$ cat src/rtl/core/cit_pkg.sv
`timescale 1ns / 1ps
// ----------------------------------------------------------------------------
// cit_pkg: shared types and constants of the coordinate id table
// Table geometry, field widths, the search token that walks the cell row,
// the broadcast write port and the controller state type.
// ----------------------------------------------------------------------------
package cit_pkg;

    // Table geometry
    localparam int DEPTH   = 256;
    localparam int IDX_W   = (DEPTH > 1) ? $clog2(DEPTH) : 1;
    localparam int CNT_W   = $clog2(DEPTH + 1);

    // Field widths
    localparam int IN_W    = 16;
    localparam int COORD_W = 16;
    localparam int ID_W    = 9;

    // Search token, one per cell stage
    typedef struct packed {
        logic               valid;
        logic               found;
        logic [COORD_W-1:0] x;
        logic [COORD_W-1:0] y;
        logic [CNT_W-1:0]   id;
    } cit_tok_t;

    // Broadcast write into one cell
    typedef struct packed {
        logic               en;
        logic [IDX_W-1:0]   idx;
        logic [COORD_W-1:0] x;
        logic [COORD_W-1:0] y;
    } cit_wr_t;

    // Segment bounds seen by every cell
    typedef struct packed {
        logic [CNT_W-1:0] seg_start;
        logic [CNT_W-1:0] fill;
    } cit_bounds_t;

    typedef enum logic [1:0] {
        ST_IDLE,
        ST_SEARCH,
        ST_COMMIT
    } cit_state_t;

endpackage

$ cat src/rtl/core/cit_cell.sv
`timescale 1ns / 1ps
// ----------------------------------------------------------------------------
// cit_cell: one table entry of the coordinate id table
// Holds one stored coordinate, compares it against the passing search token
// and hands the token on to the next cell through its token register.
// ----------------------------------------------------------------------------
module cit_cell
    import cit_pkg::*;
(
    input  logic             clk,
    input  logic             rst_n,
    input  logic [IDX_W-1:0] index,
    input  cit_bounds_t      bounds,
    input  cit_wr_t          wr,
    input  cit_tok_t         tok_in,
    output cit_tok_t         tok_out
);

    logic [COORD_W-1:0] x_reg;
    logic [COORD_W-1:0] y_reg;
    logic               tok_valid_reg;
    cit_tok_t           tok_reg;
    cit_tok_t           tok_next;
    logic [CNT_W-1:0]   idx_ext;
    logic               live;
    logic               hit;

    // Entry is searched only inside the current segment
    assign idx_ext = CNT_W'(index);
    assign live    = (idx_ext >= bounds.seg_start) && (idx_ext < bounds.fill);
    assign hit     = live && (x_reg == tok_in.x) && (y_reg == tok_in.y);

    // Token update: first hit wins, id is the position inside the segment
    always_comb
    begin
        tok_next = tok_in;
        if (!tok_in.found && hit)
        begin
            tok_next.found = 1'b1;
            tok_next.id    = idx_ext - bounds.seg_start + CNT_W'(1);
        end
    end

    // Entry storage
    always_ff @(posedge clk)
    begin
        if (wr.en && (wr.idx == index))
        begin
            x_reg <= wr.x;
            y_reg <= wr.y;
        end
    end

    // Token valid
    always_ff @(posedge clk or negedge rst_n)
    begin
        if (!rst_n)
        begin
            tok_valid_reg <= 1'b0;
        end
        else
        begin
            tok_valid_reg <= tok_in.valid;
        end
    end

    // Token payload
    always_ff @(posedge clk)
    begin
        tok_reg <= tok_next;
    end

    always_comb
    begin
        tok_out       = tok_reg;
        tok_out.valid = tok_valid_reg;
    end

endmodule

$ cat config.mk
export PLATFORM = sky130hd
export DESIGN_NAME = cit_cell
export DESIGN_NICKNAME = d
export VERILOG_FILES = /design/src/rtl/core/cit_pkg.sv /design/src/rtl/core/cit_cell.sv
export SDC_FILE = /design/constraint.sdc
export NUM_CORES = 1
export LEC_CHECK = 0
export ABC_AREA = 1
export BUFFER_PORTS_ARGS = -buffer_cell sky130_fd_sc_hd__buf_2
export CORE_MARGIN = 4
export CORE_UTILIZATION = 43
export DETAILED_ROUTE_END_ITERATION = 16
export HOLD_SLACK_MARGIN = 0.02
export PLACE_DENSITY = 0.86
export SYNTH_ARGS = -nofsm -noshare
export SYNTH_HDL_FRONTEND = slang
export SYNTH_SLANG_ARGS = --single-unit
$ cat constraint.sdc
create_clock -name clk -period 1.3 [get_ports clk]
set_input_delay 0.065 -clock clk [delete_from_list [all_inputs] [get_ports clk]]
set_output_delay 0.065 -clock clk [all_outputs]
set_load 0.03 [all_outputs]
==> results.txt <==
----------------------------------------------------
[Worst setup path]
  Cell with the largest stage delay on the worst path ... sky130_fd_sc_hd__edfxtp_1
  Cell family contributing the most delay on the critical path ... simple AND/OR/NAND/NOR gates
  Critical Path Max Stage Delay ... 0.43 ns
  Critical path type ... flip-flop to flip-flop
  Worst Setup End Kind ... flip-flop
  Crit-path most repeated cell ... sky130_fd_sc_hd__nor2_2
  Crit path buffers/inverters ... 0
  FF-to-FF setup slack ... -0.40 ns
  Ordered cell list for the critical path ... nor2_2, nor2_2, nor2_2, nand2_2, nor2_4, nand2_2, nor2_4, nand3_4, nand2_1, nand2_1
  Crit Path Max Fanout ... 5
  Critical path launch point type ... flip-flop
  Data arrival time of the critical path ... 1.93 ns
  Worst setup path start ... x_reg[14]
  Worst path required time ... 1.53 ns
  R2R Path Start ... x_reg[14]

[Power]
  Largest voltage drop on the vdd net ... 0.0007828 V
  Static leakage ... 0.003186 uW
  Ratio of total power to cell area ... 906.6 nW/um^2

[Timing]
  Final setup viols ... 10
  Clock Skews ... 0.01719 ns
  Post-Route Hold Slack ... 0.1747 ns
  RSZ-0062 raised after global routing ... true
  F_max ... 588.6 MHz
  Actual slew at the worst max-slew pin ... 0.3673 ns
  Worst relative slew slack ... 75.36%
  Hold violation count in the final report ... 0
  Final Max Tran Viols ... 0
  Min cycle time layout ... 1.699 ns
  Final Worst Setup Slack ... -0.3991 ns
  Fraction of the cycle the final worst path needs ... 130.7%

[Yosys]
  Top area cells in the synthesized netlist ... sky130_fd_sc_hd__edfxtp_1 26%, sky130_fd_sc_hd__dfxtp_1 23%, sky130_fd_sc_hd__nand2_1 12%
  Synth Register Bits ... 75
  Share of synthesized registers carrying an async set or reset ... 1.333%
  Most common cell in the netlist ... sky130_fd_sc_hd__nand2_1
  Total nets after synthesis ... 572
  Top post-synthesis cells by count ... 122 x sky130_fd_sc_hd__nand2_1, 74 x sky130_fd_sc_hd__inv_1, 43 x sky130_fd_sc_hd__nor2_1, 42 x sky130_fd_sc_hd__dfxtp_1, 32 x sky130_fd_sc_hd__edfxtp_1
  Number of warnings reported in the yosys synthesis log ... 0
  Count of flip-flops with a built-in enable after synthesis ... 32
  Number of distinct library cells after synthesis ... 29
  Area share of the leading cell type in the synthesized netlist ... 25.95%
  Biggest area consumer among synthesized cells ... sky130_fd_sc_hd__edfxtp_1
  Post-synthesis instance total ... 432
  Dominant synthesized flop cell ... sky130_fd_sc_hd__dfxtp_1
  Total standard cell area after synthesis ... 3704 um^2
  Sequential cell area fraction in the yosys report ... 49.32%
  Synthesized area per cell ... 8.573 um^2

[Layout]
  Post-layout util ... 75.56%
  Layout cell share with drive strength beyond 1 ... 37.79%
  Area of all placed cells without fillers ... 6271 um^2
  Number of antenna cells inserted ... 0
  Non-filler instance count after layout ... 838
  Max reg flops ... 42
  Nets ... 868
  Area added between synthesis and finish ... 69.32%

[GRT]
  Global-route wire length before repair ... 19,610 um
  GRT Total Usage ... 24.69%
  Vias in the first global route ... 4,404
  Number of antenna violations at the first check in global routing ... 0
  Pin count of the biggest net entering global routing ... 33
  Global route total overflow ... 0

[Placed design]
  Placed cell areas ... 5225 um^2
  # port buffers ... 154
  Pre-CTS setup slack ... -0.4285 ns
  Half-perimeter wire length after placement ... 8300 um
  Weighted congestion at the end of routability-driven global placement ... 0.8282
  Placed cell count ... 742

[Drt]
  Number of nets still failing antenna checks after routing ... 0
  WL final ... 12,350 um
  Remaining routing DRC violations ... 0
  Vias per std cell ... 4.771
  Post-DR wirelength/cell ... 14.74 um
  Via count ... 3,998
  Starting DRC count in detailed routing ... 142
  Drt first pass iters ... 4

[Floorplan]
  Initial Util ... 44.63%
  Number of top-level design ports ... 155
  Num rows ... 33
  Horiz. Die Dim ... 100.8 um
  Die Y-Extent ... 100.8 um
  Core region area ... 8299 um^2
  Area enclosed by the die boundary ... 10,160 um^2

[Clock tree]
  Number of buffers between clock root and the deepest sink ... 2
  CTS Root Buffer Type ... sky130_fd_sc_hd__clkbuf_8
  TritonCTS clock tree ... yes
  Clock-pin slew of the registers on the worst-case setup and hold paths ... 0.09 ns
  Clock sink total ... 75
  Clock buffers created by TritonCTS ... 9
  H-tree Lvls ... 3
  Clock latency at the later pin of the worst-skew pair ... 0.35 ns

[Min path]
  Hold Path Origin ... tok_in[41]
  Path type of the worst min-delay path ... primary input to flip-flop

[Run]
  Maxcap violations ... 0

[Outcome]
  Outcome ... finished with violations
  Violated checks ... setup timing

----------------------------------------------------
what timing repair did:
action,CTS,global route
setup endpoints to repair,10,10
pin swaps,4,15
gates cloned,1,0
hold endpoints to repair,75,0
hold buffers,76,0
buffers inserted,2,1
gates resized for setup,6,13
metal layers:
layer  GRT usage, %  part of all wire (%)  vias up
li1               -                     -     1959
met1          23.94                    34     1849
met2          48.81                    56      158
met3          5.744                   6.7       32
met4          10.47                   3.2        0
met5              0                     0        -
path summary, 6_finish.rpt:
check,endpoint,cells past startpoint
worst max-delay path,tok_out[1],10
worst min-delay path,tok_out[41],3
worst max register to register,tok_out[1],10
worst min register to register,tok_out[7],7
max in group asynchronous,tok_valid_reg,3
min in group asynchronous,tok_valid_reg,3
logic make-up (layout without fill, tap and decap cells):
group                    count (synthesis)  count (layout)  synth area share (%)
XOR/XNOR                                24              24                 5.878
buffers and inverters                   78             378                 8.007
adder cells (fa/ha/maj)                 28              28                 10.07
flip-flops                              75              75                 49.32
AND/OR/NAND/NOR                        213             214                 24.66
AO/OA/AOI/OAI                           14              14                 2.061
layout by cell type (no fill, tap or decap), types with 9 or more instances in the layout:
| cell type | netlist | routed |
|---|---|---|
| sky130_fd_sc_hd__ha_1 | 25 | 16 |
| sky130_fd_sc_hd__nand2_1 | 122 | 112 |
| sky130_fd_sc_hd__nor2_1 | 43 | 38 |
| sky130_fd_sc_hd__ha_4 | 0 | 9 |
| sky130_fd_sc_hd__nand4_1 | 17 | 17 |
| sky130_fd_sc_hd__buf_2 | 0 | 154 |
| sky130_fd_sc_hd__clkbuf_8 | 0 | 9 |
| sky130_fd_sc_hd__nand2_2 | 0 | 10 |
| sky130_fd_sc_hd__nand3_1 | 20 | 20 |
| sky130_fd_sc_hd__edfxtp_1 | 32 | 32 |
| sky130_fd_sc_hd__xnor2_1 | 19 | 15 |
| sky130_fd_sc_hd__buf_4 | 1 | 52 |
| sky130_fd_sc_hd__inv_1 | 74 | 66 |
| sky130_fd_sc_hd__dfxtp_1 | 42 | 42 |
| sky130_fd_sc_hd__dlygate4sd3_1 | 0 | 76 |
worst register-to-register path: cells and delay by family (launching register included):
| kind | cells | cell delay (ns) |
|---|---|---|
| simple gates | 10 | 1.16 |
| flops | 1 | 0.43 |
power breakdown:
group / leakage, uW / internal, uW / switching, uW
registers: 0.000654 / 2520 / 21.5
clock network: 0.0000921 / 832 / 942
logic: 0.00244 / 682 / 683
total: 0.00319 / 4040 / 1650
cell type report:
type	instances	area (um^2)
clock buffer	11	152.6
inverter	77	331.6
timing repair buffer	285	1973
sequential	75	1827
clock inverter	5	41.29
fill	557	2028
multi-input combinational	280	1814
tap	105	131.4
metrics by stage:
| step | TNS, ns | total power [uW] |
|---|---|---|
| after floorplan | -12.62 | 3216 |
| after global placement | -12.21 | 3703 |
| after global routing | -4.619 | 5945 |
| final | -3.745 | 5685 |
| after detailed placement | -12.09 | 3746 |
| after CTS | -3.161 | 5650 |
Power figures use the tool's default switching activity.
