## config.mk

```make
export PLATFORM = sky130hd
export DESIGN_NAME = cit_ctrl_flat
export DESIGN_NICKNAME = d
export VERILOG_FILES = /design/src/rtl/core/cit_pkg.sv /design/src/rtl/core/cit_coord_if.sv /design/src/rtl/core/cit_result_if.sv /design/src/rtl/core/cit_ctrl.sv /design/src/flat_wrapper.sv
export SDC_FILE = /design/constraint.sdc
export NUM_CORES = 1
export LEC_CHECK = 0
export ABC_AREA = 1
export BUFFER_PORTS_ARGS = -buffer_cell sky130_fd_sc_hd__buf_2
export CORE_ASPECT_RATIO = 1.4
export CORE_MARGIN = 5
export CORE_UTILIZATION = 42
export CTS_CLUSTER_DIAMETER = 200
export DETAILED_ROUTE_END_ITERATION = 7
export PLACE_DENSITY = 0.82
export REMOVE_ABC_BUFFERS = 1
export SYNTH_ARGS = -nofsm -noshare
export SYNTH_HDL_FRONTEND = slang
export SYNTH_SLANG_ARGS = --single-unit
```

## constraint.sdc

```tcl
create_clock -name clk -period 2.65 [get_ports clk]
set_input_delay 0.3975 -clock clk [delete_from_list [all_inputs] [get_ports clk]]
set_output_delay 0.3975 -clock clk [all_outputs]
set_load 0.1 [all_outputs]
```

## src/rtl/core/cit_pkg.sv

```systemverilog
`timescale 1ns / 1ps
// ----------------------------------------------------------------------------
// cit_pkg: shared types and constants of the coordinate id table
// Table geometry, field widths, the search token that walks the cell row,
// the broadcast write port and the controller state type.
// ----------------------------------------------------------------------------
package cit_pkg;

    // Table geometry
    localparam int DEPTH   = 256;
    localparam int IDX_W   = (DEPTH > 1) ? $clog2(DEPTH) : 1;
    localparam int CNT_W   = $clog2(DEPTH + 1);

    // Field widths
    localparam int IN_W    = 16;
    localparam int COORD_W = 16;
    localparam int ID_W    = 9;

    // Search token, one per cell stage
    typedef struct packed {
        logic               valid;
        logic               found;
        logic [COORD_W-1:0] x;
        logic [COORD_W-1:0] y;
        logic [CNT_W-1:0]   id;
    } cit_tok_t;

    // Broadcast write into one cell
    typedef struct packed {
        logic               en;
        logic [IDX_W-1:0]   idx;
        logic [COORD_W-1:0] x;
        logic [COORD_W-1:0] y;
    } cit_wr_t;

    // Segment bounds seen by every cell
    typedef struct packed {
        logic [CNT_W-1:0] seg_start;
        logic [CNT_W-1:0] fill;
    } cit_bounds_t;

    typedef enum logic [1:0] {
        ST_IDLE,
        ST_SEARCH,
        ST_COMMIT
    } cit_state_t;

endpackage

```

## src/rtl/core/cit_coord_if.sv

```systemverilog
`timescale 1ns / 1ps
// ----------------------------------------------------------------------------
// cit_coord_if: input channel of the coordinate id table
// Valid/ready channel carrying a coordinate or a segment restart mark.
// ----------------------------------------------------------------------------
interface cit_coord_if
    import cit_pkg::*;
();

    logic                   valid;
    logic                   ready;
    logic                   start_segment;
    logic signed [IN_W-1:0] coord_x;
    logic signed [IN_W-1:0] coord_y;

    modport source (
        output valid,
        output start_segment,
        output coord_x,
        output coord_y,
        input  ready
    );

    modport sink (
        input  valid,
        input  start_segment,
        input  coord_x,
        input  coord_y,
        output ready
    );

endinterface

```

## src/rtl/core/cit_result_if.sv

```systemverilog
`timescale 1ns / 1ps
// ----------------------------------------------------------------------------
// cit_result_if: result channel of the coordinate id table
// Valid/ready channel carrying the id and the insert/full flags.
// ----------------------------------------------------------------------------
interface cit_result_if
    import cit_pkg::*;
();

    logic            valid;
    logic            ready;
    logic [ID_W-1:0] location_id;
    logic            was_inserted;
    logic            table_full;

    modport source (
        output valid,
        output location_id,
        output was_inserted,
        output table_full,
        input  ready
    );

    modport sink (
        input  valid,
        input  location_id,
        input  was_inserted,
        input  table_full,
        output ready
    );

endinterface

```

## src/rtl/core/cit_ctrl.sv

```systemverilog
`timescale 1ns / 1ps
// ----------------------------------------------------------------------------
// cit_ctrl: sequencer of the coordinate id table
// Accepts items, injects search tokens into the cell row, decides insert or
// hit when the token leaves the row, keeps the fill and segment pointers and
// drives the output register.
// ----------------------------------------------------------------------------
module cit_ctrl
    import cit_pkg::*;
(
    input  logic         clk,
    input  logic         rst_n,
    cit_coord_if.sink    coord,
    cit_result_if.source result,
    output cit_tok_t     tok_head,
    input  cit_tok_t     tok_tail,
    output cit_wr_t      wr,
    output cit_bounds_t  bounds
);

    cit_state_t       state_reg;
    cit_state_t       state_next;

    logic [CNT_W-1:0] fill_reg;
    logic [CNT_W-1:0] fill_next;
    logic [CNT_W-1:0] seg_reg;
    logic [CNT_W-1:0] seg_next;

    logic [ID_W-1:0]  pend_id_reg;
    logic [ID_W-1:0]  pend_id_next;
    logic             pend_ins_reg;
    logic             pend_ins_next;
    logic             pend_full_reg;
    logic             pend_full_next;

    logic             out_valid_reg;
    logic             out_valid_next;
    logic [ID_W-1:0]  out_id_reg;
    logic             out_ins_reg;
    logic             out_full_reg;

    logic             accept;
    logic             search_done;
    logic             has_room;
    logic             slot_free;
    logic             commit;

    // Handshake and event decode
    assign accept      = coord.valid && coord.ready;
    assign search_done = (state_reg == ST_SEARCH) && tok_tail.valid;
    assign has_room    = (fill_reg < CNT_W'(DEPTH));
    assign slot_free   = !out_valid_reg || result.ready;
    assign commit      = (state_reg == ST_COMMIT) && slot_free;

    // Next state
    always_comb
    begin
        state_next = state_reg;
        case (state_reg)
            ST_IDLE:
            begin
                if (accept)
                begin
                    state_next = coord.start_segment ? ST_COMMIT : ST_SEARCH;
                end
            end
            ST_SEARCH:
            begin
                if (tok_tail.valid)
                begin
                    state_next = ST_COMMIT;
                end
            end
            ST_COMMIT:
            begin
                if (slot_free)
                begin
                    state_next = ST_IDLE;
                end
            end
            default:
            begin
                state_next = ST_IDLE;
            end
        endcase
    end

    // State outputs
    always_comb
    begin
        coord.ready    = (state_reg == ST_IDLE);
        tok_head.valid = accept && !coord.start_segment;
        tok_head.found = 1'b0;
        tok_head.x     = COORD_W'(coord.coord_x);
        tok_head.y     = COORD_W'(coord.coord_y);
        tok_head.id    = '0;
    end

    // Insert on a miss with room left
    always_comb
    begin
        wr.en  = search_done && !tok_tail.found && has_room;
        wr.idx = fill_reg[IDX_W-1:0];
        wr.x   = tok_tail.x;
        wr.y   = tok_tail.y;
    end

    assign bounds.seg_start = seg_reg;
    assign bounds.fill      = fill_reg;

    // Pointers and pending result
    always_comb
    begin
        fill_next      = fill_reg;
        seg_next       = seg_reg;
        pend_id_next   = pend_id_reg;
        pend_ins_next  = pend_ins_reg;
        pend_full_next = pend_full_reg;
        if (accept && coord.start_segment)
        begin
            seg_next       = fill_reg;
            pend_id_next   = '0;
            pend_ins_next  = 1'b0;
            pend_full_next = 1'b0;
        end
        else if (search_done)
        begin
            if (tok_tail.found)
            begin
                pend_id_next   = ID_W'(tok_tail.id);
                pend_ins_next  = 1'b0;
                pend_full_next = 1'b0;
            end
            else if (has_room)
            begin
                fill_next      = fill_reg + CNT_W'(1);
                pend_id_next   = ID_W'(fill_reg - seg_reg + CNT_W'(1));
                pend_ins_next  = 1'b1;
                pend_full_next = 1'b0;
            end
            else
            begin
                pend_id_next   = '0;
                pend_ins_next  = 1'b0;
                pend_full_next = 1'b1;
            end
        end
    end

    // Output register valid
    always_comb
    begin
        out_valid_next = out_valid_reg;
        if (commit)
        begin
            out_valid_next = 1'b1;
        end
        else if (result.ready)
        begin
            out_valid_next = 1'b0;
        end
    end

    // Control registers
    always_ff @(posedge clk or negedge rst_n)
    begin
        if (!rst_n)
        begin
            state_reg     <= ST_IDLE;
            fill_reg      <= '0;
            seg_reg       <= '0;
            out_valid_reg <= 1'b0;
        end
        else
        begin
            state_reg     <= state_next;
            fill_reg      <= fill_next;
            seg_reg       <= seg_next;
            out_valid_reg <= out_valid_next;
        end
    end

    // Payload registers
    always_ff @(posedge clk)
    begin
        pend_id_reg   <= pend_id_next;
        pend_ins_reg  <= pend_ins_next;
        pend_full_reg <= pend_full_next;
        if (commit)
        begin
            out_id_reg   <= pend_id_reg;
            out_ins_reg  <= pend_ins_reg;
            out_full_reg <= pend_full_reg;
        end
    end

    assign result.valid        = out_valid_reg;
    assign result.location_id  = out_id_reg;
    assign result.was_inserted = out_ins_reg;
    assign result.table_full   = out_full_reg;

endmodule

```

## src/flat_wrapper.sv

```systemverilog
// flat-port wrapper written by rule: the top's interface ports become plain ports
module cit_ctrl_flat import cit_pkg::*;
  (clk, rst_n, tok_head, tok_tail, wr, bounds, coord_valid, coord_start_segment, coord_coord_x, coord_coord_y, coord_ready, result_valid, result_location_id, result_was_inserted, result_table_full, result_ready);
  cit_coord_if coord_i ();
  cit_result_if result_i ();
  input  logic clk;
  input  logic rst_n;
  output cit_tok_t tok_head;
  input  cit_tok_t tok_tail;
  output cit_wr_t wr;
  output cit_bounds_t bounds;
  input wire logic [$bits(coord_i.valid)-1:0] coord_valid;
  input wire logic [$bits(coord_i.start_segment)-1:0] coord_start_segment;
  input wire logic [$bits(coord_i.coord_x)-1:0] coord_coord_x;
  input wire logic [$bits(coord_i.coord_y)-1:0] coord_coord_y;
  output wire logic [$bits(coord_i.ready)-1:0] coord_ready;
  output wire logic [$bits(result_i.valid)-1:0] result_valid;
  output wire logic [$bits(result_i.location_id)-1:0] result_location_id;
  output wire logic [$bits(result_i.was_inserted)-1:0] result_was_inserted;
  output wire logic [$bits(result_i.table_full)-1:0] result_table_full;
  input wire logic [$bits(result_i.ready)-1:0] result_ready;
  assign coord_i.valid = coord_valid;
  assign coord_i.start_segment = coord_start_segment;
  assign coord_i.coord_x = coord_coord_x;
  assign coord_i.coord_y = coord_coord_y;
  assign coord_ready = coord_i.ready;
  assign result_valid = result_i.valid;
  assign result_location_id = result_i.location_id;
  assign result_was_inserted = result_i.was_inserted;
  assign result_table_full = result_i.table_full;
  assign result_i.ready = result_ready;
  cit_ctrl u_core (.clk(clk), .rst_n(rst_n), .coord(coord_i), .result(result_i), .tok_head(tok_head), .tok_tail(tok_tail), .wr(wr), .bounds(bounds));
endmodule
```

==> results of run 1 <==
## worst reg2reg max path: cells and delay by family, from the launching register on
kind	cells	cell delay (ns)
flip-flops	1	0.40
buffers and inverters	2	0.13
adder cells (fa/ha/maj)	3	0.89
AO/OA/AOI/OAI	1	0.05
AND/OR/NAND/NOR	6	0.51
## layout by cell type (no fill, tap or decap), types with 2 or more instances in the layout
cell type	netlist	layout
clkinv_2	0	3
nor2_4	3	3
nand2_1	45	45
buf_2	4	56
o21ai_0	21	21
inv_2	3	3
edfxtp_1	11	11
inv_1	32	32
nand3_1	13	13
xor2_1	8	8
nor3_1	2	2
ha_1	16	16
nor2_1	15	15
a21oi_1	17	17
buf_4	82	2
clkbuf_8	0	5
dfxtp_1	11	11
conb_1	1	10
nand4_1	2	2
dfrtp_1	21	21
## worst max path at each step
stage	start	endpoint
after CTS	u_core.state_reg[1]	tok_head[42]
after floorplan	u_core.state_reg[1]	tok_head[42]
final	u_core.state_reg[1]	tok_head[42]
after global placement	u_core.fill_reg[1]	u_core.pend_id_reg[5]
after global routing	u_core.state_reg[1]	tok_head[42]
after detailed placement	u_core.fill_reg[1]	u_core.pend_id_reg[5]
## kinds of logic (layout without fill, tap and decap cells)
kind of cell | count (synthesis) | in the layout | share of synthesized area, %
DFF | 43 | 43 | 38.5
AOI/OAI and AO/OA | 43 | 43 | 8.33
and+or+nand+nor | 87 | 87 | 14.6
xor gates and xnor gates | 8 | 8 | 2.51
adders and majority gates | 17 | 17 | 7.88
other | 1 | 10 | 0.134
buffers and inverters | 123 | 102 | 28.0
## through the flow
stage | utilization (%) | instances
3_5_place_dp | 39.4 | 376
4_1_cts | 40.7 | 384
3_3_place_gp | 39.4 | 376
2_1_floorplan | - | 244
6_report | 40.7 | 384
5_1_grt | 40.7 | 384
## power groups by stage
stage / logic (mW) / clock network (mW) / registers, mW
global route: 1.98 / 0.431 / 1.02
detailed placement: 1.84 / 0 / 1.01
floorplan: 0.724 / 0 / 1.83
CTS: 1.85 / 0.411 / 0.997
global placement: 1.81 / 0 / 1.00
finish: 1.84 / 0.396 / 0.996
## area by class of cell
class | count | area, um2
Clock inverter | 3 | 15.0
Tap cell | 74 | 92.6
Sequential cell | 43 | 1080
Inverter | 36 | 135
Fill cell | 645 | 3870
Timing Repair Buffer | 58 | 295
Multi-Input combinational cell | 165 | 970
Clock buffer | 5 | 68.8
## layer usage
metal	wire [um]	up-vias	track usage [%]
met1	2500	854	17.5
li1	-	912	-
met5	0	-	1.33
met2	3520	127	28.0
met3	1020	48	8.90
met4	640	0	15.8
==> summary.txt, run 1 <==
CTS root buffer: clkbuf_8
Total gr overflow: 0
Vias: 1941
Post-CTS setup buffers: 0
First-pass GRT wire length: 11000 um
Count leader, synth: buf_4
Ant diodes: 0
Clk_skew: 0.00480 ns
Main synth FF type: dfrtp_1
Core area: 6530 um2
DRT Wirelength: 7670 um
Inserted Clock Buffers: 5
Cells along the critical path: nor2_1, inv_1, nor2_1, inv_1, nor2_1, buf_2
MaxCap Viol Count: 0
Area after DPL: 2570 um2
I/O Pins: 195
Reg clk slew, reported paths: 0.08 ns
Crit-path slowest cell: buf_2
Clk pwr share: 12.2%
Arr. time, crit path: 1.71 ns
Initial DRC Count: 76
Initial antenna violation count: 0
CTS tree: built
1st-pass router iterations: 4
Final Slew Violations: 0
Design area: 2650 um2
FF-to-FF path depth: 12
R2R Setup Slk: 0.57 ns
Power Total: 3.23 mW
Final worst path period need: 2.11 ns
Number of global-route vias before repair: 1935
P&R area growth vs syn: -5.06%
Later-pin clock latency in the skew report: 0.29 ns
DP HPWL: 6310 um
Setup CP Type: reg -> out
Slowest stage delay, CP: 0.43 ns
Worst hold slack: 0.0439 ns
Antenna viol nets, final: 0
RD Place Congestion: 0.884
CP Launch Type: flip-flop
Internal power component: 1.45 mW
Fin crit share: 79.7%
Hold Vio Cnt, Final: 0
Syn. warnings: 0
Ys async rst share: 48.8%
Reg-to-Reg End: u_core.pend_id_reg[5]
Clk sinks: 43
Cell mode on critical path: nor2_1
Maximum root-to-sink buffer count: 2
Post-Synthesis Cell Area: 2790 um2
Synth top area cells: buf_4 22%, dfrtp_1 19%, edfxtp_1 12%
Post-CTS Hold Buffers: 0
Critical path data required time: 2.25 ns
Reg2reg start: u_core.fill_reg[1]
Comb pwr share: 57.0%
Setup WS pre-CTS: 0.595 ns
Site Rows: 35
Synth top area share: 22.0%
Seq pwr share: 30.8%
Sequential-to-total area share from yosys stat: 38.5%
Cells after synthesis: 322
Switch Pwr: 1.78 mW
Remaining DRCs: 0
Die Area: 8410 um2
Overall global routing resource usage: 18.1%
Die span in y: 107 um
Power Dens Cells: 1220 nW/um2
Final setup fails: 0
Layout cells sized above 1: 25.5%
DR WL/cell: 20.0 um
CP Depth: 6
Max Freq: 0.474 GHz
Hold crit path type: in -> async
Setup TNS: 0 ns
Critical path endpoint category: output port
Cell family with most CP delay: buffers and inverters
I/O Buffers: 56
Initial core utilization: 42.8%
Switch share: 55.1%
Synth cell types: 33
Vias per cell: 5.05
Leak: 1.35 nW
WP buf/inv: 3
Die width: 78.9 um
Status: finished clean
Number of synthesized flops with an enable pin: 11
Pin count of the biggest net entering global routing: 24
RSZ-0062 raised after global routing: false
CP Max Fanout: 3
H-tree depth: 2
CTS resizes: 0
Mean post-synth cell area: 8.68 um2
Commonest cells post-synth: 82 x buf_4, 45 x nand2_1, 32 x inv_1, 21 x dfrtp_1, 21 x o21ai_0
Final setup margin: 0.539 ns
Synth area leader: buf_4
Yosys reg bits: 43
Fin nets: 406
VDD IR max: 0.344 mV
Power figures use the tool's default switching activity.
==> inputs of run 2 (changes only) <==
==> constraint.sdc (replaced) <==
create_clock -name clk -period 2 [get_ports clk]
set_input_delay 0.3 -clock clk [delete_from_list [all_inputs] [get_ports clk]]
set_output_delay 0.3 -clock clk [all_outputs]
set_load 0.1 [all_outputs]
==> run 2 against run 1 <==
Compared with the run above: non-clock buffer count is 6 higher; largest power group unchanged; clock-buffer cell count stayed put; combinational power is 34% higher; final area is 3.6% higher; largest cell class unchanged; worst hold slack better by 0.15 ns; setup slack worse by 0.46 ns; wire length is 2.2% higher; critical path depth is 6 higher; sequential cell count stayed put.
==> summary.txt, run 2 (synthesis results as in run 1) <==
Leak: 1.37 nW (+2.2%)
Reg clk slew, reported paths: 0.08 ns (about the same)
VDD IR max: 0.524 mV (+52%)
P&R area growth vs syn: -1.66%
Fin nets: 412 (+1.5%)
Core area: 6530 um2 (unchanged)
1st-pass router iterations: 4 (unchanged)
Number of global-route vias before repair: 1931 (-0.21%)
Ant diodes: 0 (unchanged)
Layout cells sized above 1: 28.8% (+3.3 points)
Hold crit path type: in -> reg
Worst hold start: result_ready
Reg2reg start: u_core.fill_reg[1]
Vias per cell: 5.01 (-0.98%)
Die width: 78.9 um (unchanged)
Initial DRC Count: 84 (+11%)
CP Max Fanout: 3 (unchanged)
Inserted Clock Buffers: 5 (unchanged)
Final worst path period need: 1.92 ns
DP HPWL: 6330 um (+0.36%)
DR WL/cell: 20.1 um (+0.62%)
Site Rows: 35 (unchanged)
Power Total: 4.34 mW (+34%)
Antenna viol nets, final: 0 (unchanged)
Worst Setup SP: u_core.fill_reg[1]
Die span in y: 107 um (unchanged)
Fin crit share: 96.2%
Arr. time, crit path: 2.12 ns (+0.41 ns)
RSZ-0062 raised after global routing: false
Max Freq: 0.519 GHz
Initial antenna violation count: 0 (unchanged)
RD Place Congestion: 0.880 (-0.51%)
CP Launch Type: flip-flop
Status: finished clean
Overall global routing resource usage: 18.4% (+0.33 points)
MaxCap Viol Count: 0 (unchanged)
Final core utilization: 42.1% (+1.5 points)
Post-CTS setup buffers: 0 (unchanged)
Vias: 1952 (+0.57%)
Setup TNS: 0 ns (unchanged)
Design area: 2750 um2 (+3.6%)
Setup CP Type: reg -> reg
I/O Buffers: 56 (unchanged)
Critical path data required time: 2.19 ns (-0.06 ns)
CTS tree: built
R2R Setup Slk: 0.08 ns (-0.49 ns)
Power Dens Cells: 1580 nW/um2 (+29%)
Clk sinks: 43 (unchanged)
Remaining DRCs: 0 (unchanged)
Most common cell after layout, fill and taps aside: buf_2
I/O Pins: 195 (unchanged)
Most frequent cells in the layout: 54 x buf_2, 43 x nand2_1, 31 x inv_1
Initial core utilization: 42.8% (unchanged)
CTS root buffer: clkbuf_8
Final setup fails: 0 (unchanged)
Hold Vio Cnt, Final: 0 (unchanged)
Maximum root-to-sink buffer count: 2 (unchanged)
Later-pin clock latency in the skew report: 0.30 ns (about the same)
Worst hold slack: 0.193 ns (+0.149 ns)
Pin count of the biggest net entering global routing: 22 (-8.3%)
Total gr overflow: 0 (unchanged)
Fillers: 634 (-1.7%)
Area after DPL: 2640 um2 (+2.6%)
H-tree depth: 2 (unchanged)
DRT Wirelength: 7840 um (+2.2%)
Clk_skew: 0.00371 ns (-0.00108 ns)
Final Slew Violations: 0 (unchanged)
Die Area: 8410 um2 (unchanged)
Critical path endpoint category: flip-flop
First-pass GRT wire length: 11300 um (+2.4%)
-- run 2: stage by stage --
| stage | cells | setup slack [ns] |
|---|---|---|
| final | 390 | 0.0750 |
| after detailed placement | 381 | -0.0135 |
| after global routing | 390 | 0.00786 |
| after CTS | 390 | 0.00469 |
| after global placement | 381 | 0.0836 |
| after floorplan | 244 | -1.68 |
-- run 2: path summary, 6_finish.rpt --
check	end	depth (start not counted)
min	u_core.result.valid	2
min in group asynchronous	u_core.fill_reg[0]	2
max reg2reg	u_core.pend_id_reg[5]	12
min reg2reg	u_core.result.location_id[3]	0
max in group asynchronous	u_core.state_reg[0]	2
max	u_core.pend_id_reg[5]	12
-- run 2: power breakdown --
part | internal [mW] | switching [mW]
sequential | 1.20 | 0.128
clock | 0.239 | 0.297
combinational | 0.516 | 1.96
-- run 2: layout make-up --
type	count	area, um2	area share, %
repair buffers	64	373	13.6
clock buffers	5	68.8	2.50
inverters	36	135	4.92
clock inverters	3	15.0	0.546
multi-input cells	165	987	35.9
flip-flops and latches	43	1080	39.2
well taps	74	92.6	3.37
-- run 2: worst max-delay path, cell delays in order, from the launching register on --
cell,delay (ns)
dfrtp_1,0.38
inv_2,0.06
ha_1,0.28
inv_1,0.05
ha_2,0.20
fa_2,0.34
nand2_2,0.08
nand2_2,0.06
and2_1,0.15
nor2_1,0.08
nor2_1,0.04
nand2_1,0.05
a21oi_1,0.05
-- run 2: metal layers --
metal / global-route usage [%] / share of wire, % / vias up
li1: - / - / 922
met1: 17.4 / 33 / 864
met2: 26.0 / 42 / 115
met3: 10.2 / 14 / 51
met4: 20.5 / 12 / 0
met5: 1.33 / 0 / -
-- run 2: repair_timing --
action,in CTS,in global routing
pin swaps,1,0
setup endpoints to repair,2,3
hold endpoints to repair,21,0
hold buffers,1,0
gates resized for setup,1,6
==> inputs of run 3 (changes only) <==
--- a/config.mk
+++ b/config.mk
@@ -9,11 +9,12 @@
 export BUFFER_PORTS_ARGS = -buffer_cell sky130_fd_sc_hd__buf_2
 export CORE_ASPECT_RATIO = 1.4
 export CORE_MARGIN = 5
-export CORE_UTILIZATION = 42
+export CORE_UTILIZATION = 45
 export CTS_CLUSTER_DIAMETER = 200
 export DETAILED_ROUTE_END_ITERATION = 7
-export PLACE_DENSITY = 0.82
+export PLACE_DENSITY = 0.87
 export REMOVE_ABC_BUFFERS = 1
+export SKIP_LAST_GASP = 1
 export SYNTH_ARGS = -nofsm -noshare
 export SYNTH_HDL_FRONTEND = slang
 export SYNTH_SLANG_ARGS = --single-unit
==> constraint.sdc (replaced) <==
create_clock -name clk -period 2.4 [get_ports clk]
set_input_delay 0.36 -clock clk [delete_from_list [all_inputs] [get_ports clk]]
set_output_delay 0.36 -clock clk [all_outputs]
set_load 0.1 [all_outputs]
==> run 3 against run 2 <==
Compared with the run above: critical path depth stayed put; worst hold slack worse by 0.18 ns; sequential power is 17% lower; register-to-register slack better by 0.21 ns; first-iteration DRC count is 19% higher; largest cell class unchanged; total power is 18% lower; clock power is 18% lower; largest power group unchanged; highest routed layer unchanged; via count is 1.7% lower.
==> summary.txt, run 3 (synthesis results as in run 1) <==
Antenna viol nets, final: 0 (unchanged)
VDD IR max: 0.524 mV (about the same)
Critical path data required time: 2.58 ns (+0.39 ns)
CP Launch Type: flip-flop
Power Dens Cells: 1350 nW/um2 (-15%)
Layout cells sized above 1: 25.5% (-3.3 points)
DP HPWL: 6210 um (-1.8%)
Hold crit path type: in -> async
MaxCap Viol Count: 0 (unchanged)
1st-pass router iterations: 4 (unchanged)
CTS root buffer: clkbuf_8
Maximum root-to-sink buffer count: 2 (unchanged)
Setup CP Type: reg -> reg
Site Rows: 34 (-2.9%)
Reg clk slew, reported paths: 0.08 ns (about the same)
Fin nets: 406 (-1.5%)
Die span in y: 103 um (-3.1%)
First-pass GRT wire length: 10800 um (-4.5%)
Inserted Clock Buffers: 5 (unchanged)
CTS resizes: 0 (-1)
Setup WS pre-CTS: 0.300 ns (+0.314 ns)
Initial antenna violation count: 0 (unchanged)
RSZ-0062 raised after global routing: false
Arr. time, crit path: 2.30 ns (+0.18 ns)
Power Total: 3.57 mW (-18%)
Post-CTS Hold Buffers: 0 (-1)
CP Max Fanout: 5 (+2)
Most frequent cells in the layout: 56 x buf_2, 45 x nand2_1, 32 x inv_1
Total gr overflow: 0 (unchanged)
Remaining DRCs: 0 (unchanged)
RD Place Congestion: 0.844 (-4.0%)
Final setup fails: 0 (unchanged)
DRT Wirelength: 7400 um (-5.7%)
Fin crit share: 88.1% (-8.2 points)
DR WL/cell: 19.4 um (-3.7%)
Later-pin clock latency in the skew report: 0.29 ns (about the same)
Core area: 6130 um2 (-6.1%)
Max Freq: 0.473 GHz (-8.9%)
H-tree depth: 2 (unchanged)
Post-CTS setup buffers: 0 (unchanged)
Leak: 1.35 nW (-2.1%)
I/O Buffers: 56 (unchanged)
Ant diodes: 0 (unchanged)
Die width: 76.6 um (-3.0%)
Hold Vio Cnt, Final: 0 (unchanged)
Vias per cell: 5.02 (+0.37%)
P&R area growth vs syn: -5.15%
I/O Pins: 195 (unchanged)
Vias: 1919 (-1.7%)
Status: finished clean
Pin count of the biggest net entering global routing: 24 (+9.1%)
Final worst path period need: 2.11 ns (+0.188 ns)
Initial core utilization: 45.6% (+2.8 points)
Most common cell after layout, fill and taps aside: buf_2
Die Area: 7910 um2 (-5.9%)
Clk_skew: 0.00585 ns (+0.00214 ns)
Critical path endpoint category: flip-flop
Number of global-route vias before repair: 1938 (+0.36%)
Initial DRC Count: 100 (+19%)
Final setup margin: 0.287 ns (+0.212 ns)
Clk sinks: 43 (unchanged)
Fillers: 612 (-3.5%)
Overall global routing resource usage: 18.4% (+0.032 points)
CTS tree: built
Final Slew Violations: 0 (unchanged)
## run 3: power by group
part	leakage (nW)	internal (mW)	switching, mW	total [mW]
registers	0.440	0.998	0.105	1.10
logic	0.858	0.407	1.62	2.02
clock network	0.0477	0.199	0.240	0.439
total	1.35	1.60	1.96	3.57
## run 3: worst paths after layout
kind,startpoint,endpoint,slack [ns],depth (start not counted)
hold / removal,rst_n,u_core.seg_reg[0],0.01,1
setup reg to reg,u_core.fill_reg[1],u_core.pend_id_reg[5],0.29,12
hold reg to reg,u_core.pend_id_reg[6],u_core.result.location_id[6],0.43,0
min in group clk,result_ready,u_core.result.valid,0.26,2
setup / recovery,u_core.fill_reg[1],u_core.pend_id_reg[5],0.29,12
max in group asynchronous,rst_n,u_core.result.valid,2.05,1
## run 3: final cells by class
| cell class | instances | area (um2) | share of cell area (%) |
|---|---|---|---|
| sequential | 43 | 1080 | 40.6 |
| clock buffer | 5 | 68.8 | 2.60 |
| clock inverter | 3 | 15.0 | 0.567 |
| inverter | 36 | 135 | 5.10 |
| timing repair buffer | 58 | 295 | 11.1 |
| tap | 72 | 90.1 | 3.40 |
| multi-input combinational | 165 | 970 | 36.6 |
## run 3: through the flow
| stage | utilization [%] | std cells | instance area, um2 | hold slack [ns] | setup TNS [ns] |
|---|---|---|---|---|---|
| floorplan | - | 244 | 2180 | 0.0644 | -11.61 |
| global placement | 41.9 | 374 | 2570 | 0.329 | 0 |
| detailed placement | 41.9 | 374 | 2570 | 0.337 | 0 |
| CTS | 43.3 | 382 | 2650 | 0.0145 | 0 |
| global route | 43.3 | 382 | 2650 | 0.0500 | 0 |
| finish | 43.3 | 382 | 2650 | 0.0116 | 0 |
## run 3: worst max-delay path, stage by stage (launching register included)
cell and delay, ns:
dfrtp_1 0.41, inv_1 0.09, ha_1 0.28, inv_1 0.05
ha_1 0.23, fa_1 0.40, nand2_1 0.10, nand2_1 0.06
and2_1 0.14, nor2_1 0.08, nor2_1 0.04, nand2_1 0.05
a21oi_1 0.05
## run 3: layer usage
| layer | global-route usage (%) | vias to the layer above | routed length (um) |
|---|---|---|---|
| met5 | 1.88 | - | 0 |
| met4 | 15.5 | 0 | 551 |
| met3 | 8.41 | 46 | 885 |
| met2 | 29.7 | 110 | 3520 |
| met1 | 18.1 | 855 | 2440 |
| li1 | - | 908 | - |
